## config.mk

```make
export PLATFORM = sky130hd
export DESIGN_NAME = mfqs_ctrl
export DESIGN_NICKNAME = d
export VERILOG_FILES = /design/src/hw/rtl/mfqs_pkg.sv /design/src/hw/rtl/mfqs_ctrl.sv
export VERILOG_INCLUDE_DIRS = /design/src /design/src/hw/rtl
export SDC_FILE = /design/constraint.sdc
export NUM_CORES = 1
export LEC_CHECK = 0
export BUFFER_PORTS_ARGS = -buffer_cell sky130_fd_sc_hd__buf_2
export CAP_MARGIN = 20
export CELL_PAD_IN_SITES_DETAIL_PLACEMENT = 1
export CELL_PAD_IN_SITES_GLOBAL_PLACEMENT = 2
export CORE_AREA = 2 2 39 41
export CTS_CLUSTER_DIAMETER = 50
export DETAILED_ROUTE_END_ITERATION = 7
export DIE_AREA = 0 0 41 43
export PLACE_DENSITY = 0.47
export SYNTH_ARGS = -nofsm -noshare
export SYNTH_HDL_FRONTEND = slang
export SYNTH_SLANG_ARGS = --single-unit
```

## constraint.sdc

```tcl
create_clock -name i_clk -period 0.97 [get_ports i_clk]
set_input_delay 0.1455 -clock i_clk [delete_from_list [all_inputs] [get_ports i_clk]]
set_output_delay 0.1455 -clock i_clk [all_outputs]
set_load 0.01 [all_outputs]
```

## src/hw/rtl/multilevel_feedback_queue_scheduler_defines.svh

```systemverilog
// ----------------------------------------------------------------------------
// Multilevel feedback queue scheduler: assertion macros
// Concurrent checks clocked on i_clk and disabled while i_rst_n is low.
// ----------------------------------------------------------------------------
`ifndef MULTILEVEL_FEEDBACK_QUEUE_SCHEDULER_DEFINES_SVH
`define MULTILEVEL_FEEDBACK_QUEUE_SCHEDULER_DEFINES_SVH

`ifndef NO_ASSERTIONS
// Condition holds at every edge
`define MFQS_ASSERT(label, cond) \
    label: assert property (@(posedge i_clk) disable iff (!i_rst_n) (cond)) \
        else $error("mfqs check failed");
// Consequent holds in the same cycle as the antecedent
`define MFQS_ASSERT_IMP(label, ante, cons) \
    label: assert property (@(posedge i_clk) disable iff (!i_rst_n) (ante) |-> (cons)) \
        else $error("mfqs check failed");
// Consequent holds in the cycle after the antecedent
`define MFQS_ASSERT_NXT(label, ante, cons) \
    label: assert property (@(posedge i_clk) disable iff (!i_rst_n) (ante) |=> (cons)) \
        else $error("mfqs check failed");
`else
`define MFQS_ASSERT(label, cond)
`define MFQS_ASSERT_IMP(label, ante, cons)
`define MFQS_ASSERT_NXT(label, ante, cons)
`endif

`endif

```

## src/hw/rtl/mfqs_pkg.sv

```systemverilog
`timescale 1ns / 1ps
// ----------------------------------------------------------------------------
// mfqs_pkg
// Shared widths, codes and controller/datapath interface types.
// ----------------------------------------------------------------------------
package mfqs_pkg;

    // Fixed field widths
    localparam int ID_W       = 8;
    localparam int PRIO_W     = 4;
    localparam int OPRIO_W    = 3;
    localparam int CODE_W     = 2;
    localparam int CFG_W      = 10;
    localparam logic [CFG_W-1:0] CFG_RESET = 10'd10;

    // Parameter defaults
    localparam int NUM_LEVELS_DEF  = 8;
    localparam int LEVEL_DEPTH_DEF = 16;
    localparam int TIME_BITS_DEF   = 20;

    typedef enum logic [CODE_W-1:0] {
        REQ_ADD  = 2'd0,
        REQ_GET  = 2'd1,
        REQ_PEEK = 2'd2,
        REQ_NONE = 2'd3
    } t_req_type;

    typedef enum logic [CODE_W-1:0] {
        ST_OK       = 2'd0,
        ST_EMPTY    = 2'd1,
        ST_BAD_PRIO = 2'd2,
        ST_FULL     = 2'd3
    } t_status;

    typedef enum logic [CODE_W-1:0] {
        RSN_NONE    = 2'd0,
        RSN_DONE_IO = 2'd1,
        RSN_SLICE   = 2'd2,
        RSN_OTHER   = 2'd3
    } t_reason;

    typedef enum logic [1:0] {
        S_IDLE,
        S_DECIDE,
        S_EXEC
    } t_state;

    // Controller to datapath
    typedef struct packed {
        logic capture;
        logic decide;
        logic exec;
        logic cfg_we;
    } t_dp_cmd;

    // Datapath to controller
    typedef struct packed {
        logic req_none;
    } t_dp_sts;

endpackage

```

## src/hw/rtl/mfqs_ctrl.sv

```systemverilog
`timescale 1ns / 1ps
// ----------------------------------------------------------------------------
// mfqs_ctrl
// Request sequencer: capture, decide, execute, and the result strobe.
// ----------------------------------------------------------------------------
`include "multilevel_feedback_queue_scheduler_defines.svh"

module mfqs_ctrl (
    input  logic              i_clk,
    input  logic              i_rst_n,
    input  logic              i_start,
    output logic              o_busy,
    input  logic              i_cfg_valid,
    output logic              o_cfg_ready,
    output logic              o_done,
    output mfqs_pkg::t_dp_cmd o_cmd,
    input  mfqs_pkg::t_dp_sts i_sts
);

    mfqs_pkg::t_state r_state;
    mfqs_pkg::t_state n_state;
    logic             r_done;
    logic             n_done;

    // State and strobe registers
    always_ff @(posedge i_clk) begin
        if (!i_rst_n) begin
            r_state <= mfqs_pkg::S_IDLE;
            r_done  <= 1'b0;
        end else begin
            r_state <= n_state;
            r_done  <= n_done;
        end
    end

    // Next state and commands
    always_comb begin
        n_state      = r_state;
        n_done       = 1'b0;
        o_cmd        = '0;
        o_cmd.cfg_we = i_cfg_valid && (r_state == mfqs_pkg::S_IDLE);
        case (r_state)
            mfqs_pkg::S_IDLE: begin
                if (i_start) begin
                    o_cmd.capture = 1'b1;
                    n_state       = mfqs_pkg::S_DECIDE;
                end
            end
            mfqs_pkg::S_DECIDE: begin
                o_cmd.decide = 1'b1;
                if (i_sts.req_none) begin
                    n_state = mfqs_pkg::S_IDLE;
                end else begin
                    n_state = mfqs_pkg::S_EXEC;
                end
            end
            mfqs_pkg::S_EXEC: begin
                o_cmd.exec = 1'b1;
                n_done     = 1'b1;
                n_state    = mfqs_pkg::S_IDLE;
            end
            default: begin
                n_state = mfqs_pkg::S_IDLE;
            end
        endcase
    end

    assign o_busy      = (r_state != mfqs_pkg::S_IDLE);
    assign o_cfg_ready = (r_state == mfqs_pkg::S_IDLE);
    assign o_done      = r_done;

    `MFQS_ASSERT_NXT(a_start_decides, i_start && !o_busy, r_state == mfqs_pkg::S_DECIDE)
    `MFQS_ASSERT_NXT(a_exec_strobes, r_state == mfqs_pkg::S_EXEC, r_done && !o_busy)
    `MFQS_ASSERT_IMP(a_strobe_after_exec, r_done, $past(r_state) == mfqs_pkg::S_EXEC)

endmodule

```

==> After elaboration in Yosys (flattened, before gate mapping) <==
Index checks and enable logic that the tools add are counted.
{ "word_totals": {"ff_bits": 3, "inputBits": 5, "out_inout_bits": 7} }
{ "classes": {"n_eq_ne": 3, "n_mux": 7, "n_reduce_logical": 3} }
{ "ops": {"columns": ["operator", "n"], "rows": [
  ["$mux W1", 4],
  ["$mux W2", 2],
  ["$pmux W2 S2", 1],
  ["$eq A2 B1 Y1 const B", 1],
  ["$eq A2 B2 Y1 const B", 1],
  ["$logic_not A2 Y1", 1],
  ["$ne A2 B2 Y1 const B", 1],
  ["$reduce_bool A2 Y1", 1],
  ["$logic_and A1 B1 Y1", 1]
]} }

==> Logic depth before layout (Yosys ltp) <==
{ "depth": {"ltp_word": 2, "mapped_depth": 2} }

==> Worst setup path after synthesis <==
OpenSTA, ideal clock, no wires.
{ "synth_timing": {"path_kind": "register -> output", "start": "register r_state[0]", "end": "output o_cmd[1] (netlist name)", "arrival_time_ns": 0.739, "required_time_ns": 0.824, "setup_slack_ns": 0.085, "path_stages_with_launch": 3, "path_cell_list": "dfxtp_1 -> and2b_2 -> buf_4"} }
{ "synth_between": {"elab_chain_len": 2} }
{ "synth_rtl": {"columns": ["item", "line_no", "rtl"], "rows": [
  ["from (decl)", "mfqs_ctrl.sv:20", "mfqs_pkg::t_state r_state;"],
  ["from (signal assigned)", "mfqs_ctrl.sv:28", "r_state <= mfqs_pkg::S_IDLE;"],
  ["from (signal assigned)", "mfqs_ctrl.sv:31", "r_state <= n_state;"],
  ["$eq A2 B2 Y1", null, null],
  ["$mux W1", null, null],
  ["to (decl)", "mfqs_ctrl.sv:16", "output mfqs_pkg::t_dp_cmd o_cmd,"]
]} }
Every way passes these cells.

==> Worst setup path in the final report <==
{ "layout_timing": {"start": "register r_state[0]", "end": "output o_busy"} }
{ "layout_between": {"elab_chain_len": 1} }
{ "layout_rtl": {"columns": ["item", "line_no", "rtl"], "rows": [
  ["$reduce_bool A2 Y1", "mfqs_ctrl.sv:68", "assign o_busy = (r_state != mfqs_pkg::S_IDLE);"],
  ["to (decl)", "mfqs_ctrl.sv:12", "output logic o_busy,"]
]} }
Every way passes these cells.

==> flow_summary.rst <==
.. list-table::
   :header-rows: 1

   * - Metric
     - Value
   * - Cell type with the highest aggregate area in the netlist
     - sky130_fd_sc_hd__dfxtp_1
   * - Cts hold-fix bufs
     - 0
   * - Input/output buffers
     - 11
   * - CTS tree
     - yes
   * - Insertion delay to the later sink of the worst-skew pair
     - 0.23 ns
   * - Type of the tightest min-delay check
     - in2reg
   * - Tot Pwr
     - 0.434 mW
   * - Compound-cell area share of the yosys netlist
     - 0
   * - Clock root buffer master
     - sky130_fd_sc_hd__clkbuf_4
   * - Routed length on met2
     - 253 um
   * - M1 wire length
     - 169 um
   * - List of cells traversed by the critical path
     - or2_4 -> buf_6
   * - Chip Height
     - 43 um
   * - Setup repair after global routing missed its margin
     - yes
   * - DR vias
     - 162
   * - Time the final worst path needs with I/O delays and setup
     - 1.10 ns
   * - Worst Path Required
     - 0.82 ns
   * - Share of final-layout standard cells stronger than drive strength 1
     - 0.933
   * - Antenna-violating nets left
     - 0
   * - Count of H-tree levels built during CTS
     - 1
   * - Internal Power
     - 0.335 mW
   * - Startpoint of the lowest-slack register-to-register path
     - r_state[0]
   * - Start point of the worst hold path
     - i_rst_n
   * - Startpoint kind of the worst setup timing path
     - register
   * - Mean instance size in the synthesized netlist
     - 11.2 um2
   * - Worst setup path start
     - r_state[0]
   * - Fraction of synthesized area in multiplexers
     - 0
   * - Fraction of the yosys area taken by sequential cells
     - 0.414
   * - Count of boundary I/O pins
     - 12
   * - Max-slew violations
     - 0
   * - Average wire length per cell after detail routing
     - 9.26 um
   * - Worst Skew
     - 0.00131 ns
   * - Ant. Diodes
     - 0
   * - Routability-driven placement congestion ratio
     - 0.523
   * - Total Negative Setup Slacks
     - -0.605 ns
   * - Tightest slew margin relative to the limit
     - 0.928
   * - Residual DRC count
     - 0
   * - Worst path max stage delay
     - 0.36 ns
   * - Multi-input logic area
     - 97.6 um2
   * - Max-cap viol count
     - 0
   * - Top cell type's share of synthesized area
     - 0.414
   * - Combinational family with the most area after synthesis
     - simple AND/OR/NAND/NOR gates
   * - Net count of the finished layout
     - 36
   * - Endpoint type of the worst setup path
     - output pin
   * - Number of cell rows
     - 14
   * - Floorplan die width
     - 41 um
   * - Post-synthesis cell type count
     - 8
   * - Number of filler instances in the final layout
     - 166
   * - Synth Area in XOR/XNOR
     - 0
   * - Sw Pwr
     - 0.0988 mW
   * - Via count of the first global-routing pass
     - 166
   * - Clock tree sinks
     - 3
   * - Share of the cycle needed by the critical path after routing
     - 1.14
   * - Routed wire length
     - 426 um
   * - Pin count of the biggest net entering global routing
     - 7
   * - Overall global routing resource usage
     - 0.0681
   * - Leakage power total
     - 0.155 nW
   * - Effective utilization at floorplan
     - 0.105
   * - Highest routed metal layer
     - met3
   * - Die outline area
     - 0.00176 mm2
   * - Syn nets
     - 18
   * - Cell with the largest stage delay on the worst path
     - sky130_fd_sc_hd__dfxtp_4
   * - Relative contribution of the clock network to total power
     - 0.499
   * - Crit Path Category
     - reg2out
   * - Total count of hold-check failures in the final report
     - 0
   * - CTS clk-pin slew, worst paths
     - 0.04 ns
   * - Antenna violations before repair
     - 0
   * - First-pass iteration count of the detailed router
     - 2
   * - Sequential cell area
     - 67.6 um2
   * - P&R area growth vs syn
     - 122%
   * - Post-synthesis instance area
     - 145 um2
   * - Worst-case setup margin in the final layout
     - -0.132 ns
   * - Most area-consuming cells after synthesis
     - sky130_fd_sc_hd__dfxtp_1, sky130_fd_sc_hd__and4bb_2, sky130_fd_sc_hd__and2b_2
   * - DRT iter0 DRCs
     - 3
   * - Total power divided by cell area
     - 1350 mW/mm2
   * - Failing checks
     - setup timing
   * - Yosys warns
     - 0
   * - Transition at the pin with the smallest max-transition slack
     - 0.107 ns
   * - Simple-gate portion of the synthesized area
     - 0.534
   * - FF+latch count, synth
     - 3
   * - Met3 wire len
     - 3 um
   * - Result of the run
     - finished, violations left
   * - Relative contribution of combinational cells to total power
     - 0.194
   * - Synth Area in Adders
     - 0
   * - TritonCTS buffer count
     - 3
   * - Max Fclk
     - 908 MHz
   * - Area of the placeable core
     - 0.00138 mm2
   * - Maximum count of clock buffers along a single path
     - 2
   * - Switching share of total power
     - 0.228
   * - Worst-case vdd ir drop
     - 0.000472 V
   * - Final setup violation count
     - 6
   * - Arrival time reported for the critical path endpoint
     - 0.96 ns
   * - Maximum fanout along the worst path
     - 6
   * - Relative contribution of sequential cells to total power
     - 0.307
   * - Total congestion overflow
     - 0
   * - Average via count per standard cell
     - 3.52
   * - Synthesized instance count
     - 13
   * - Wire length of the first global-routing pass
     - 745 um
power groups by stage:
stage	logic [mW]	registers [mW]	clock network, mW
after global placement	0.0508	0.137	0
after CTS	0.0696	0.131	0.229
after global routing	0.0907	0.134	0.250
after floorplan	0.0278	0.135	0
after detailed placement	0.0516	0.137	0
final	0.0842	0.133	0.217
per-stage QoR:
stage,util,std cells,setup WS [ns],hold slack (ns),cell area [um2]
CTS,0.205,45,-0.132,0.199,284
floorplan,-,13,0.0855,0.323,145
detailed placement,0.154,39,0.00905,0.445,213
finish,0.232,46,-0.132,0.205,322
global placement,0.154,39,0.0273,0.427,213
global route,0.232,46,-0.166,0.193,322
layout by cell type (no fill, tap or decap):
| cell | netlist | final |
|---|---|---|
| sky130_fd_sc_hd__buf_2 | 0 | 7 |
| sky130_fd_sc_hd__buf_6 | 0 | 6 |
| sky130_fd_sc_hd__clkbuf_4 | 0 | 3 |
| sky130_fd_sc_hd__and2b_2 | 2 | 2 |
| sky130_fd_sc_hd__nor3b_2 | 0 | 2 |
| sky130_fd_sc_hd__and4bb_2 | 2 | 2 |
| sky130_fd_sc_hd__dfxtp_4 | 0 | 2 |
| sky130_fd_sc_hd__nor2_4 | 0 | 1 |
| sky130_fd_sc_hd__or2_4 | 0 | 1 |
| sky130_fd_sc_hd__and3b_2 | 1 | 1 |
| sky130_fd_sc_hd__clkbuf_1 | 0 | 1 |
| sky130_fd_sc_hd__dfxtp_1 | 3 | 1 |
| sky130_fd_sc_hd__buf_4 | 1 | 1 |
layout make-up:
cell class                      instances  share of cell area
Tap cell                               16              0.0623
Multi-Input combinational cell          9               0.304
Clock buffer                            4              0.0817
Timing Repair Buffer                   14               0.342
Sequential cell                         3               0.210
registers in the layout (all words and copies together), names as in the netlist:
signal / flops
o_done: 1
r_state: 2
metal layers:
metal	global-route usage	vias to the layer above
li1	-	79
met1	0.0637	82
met2	0.0938	1
met3	0.0628	0
met4	0.0400	0
met5	0	-
cell usage after synthesis:
cell type and instances:
sky130_fd_sc_hd__or2_2 1, sky130_fd_sc_hd__nor3b_1 2, sky130_fd_sc_hd__dfxtp_1 3, sky130_fd_sc_hd__and2b_2 2, sky130_fd_sc_hd__buf_4 1, sky130_fd_sc_hd__and4bb_2 2, sky130_fd_sc_hd__nor2_1 1, sky130_fd_sc_hd__and3b_2 1
kinds of logic after synthesis:
family,count (synthesis)
AND/OR/NAND/NOR,9
buffers and inverters,1
flip-flops,3
worst max-delay path, delay by kind of cell, from the launching register on:
kind,cells,cell delay (ns)
buffers and inverters,1,0.12
DFF,1,0.36
and+or+nand+nor,1,0.25
final timing paths:
check	cells past startpoint	end	slack (ns)
setup / recovery	2	o_busy	-0.13
hold / removal	2	o_done	0.21
setup reg to reg	3	r_state[0]	0.04
hold reg to reg	2	o_done	0.70
what timing repair did:
| item | CTS | global route |
|---|---|---|
| gates resized for setup | 11 | 6 |
| setup endpoints to repair | 6 | 6 |
| setup buffers | 2 | 1 |
| pin swaps | 1 | 2 |
(Power assumes the default switching activity.)
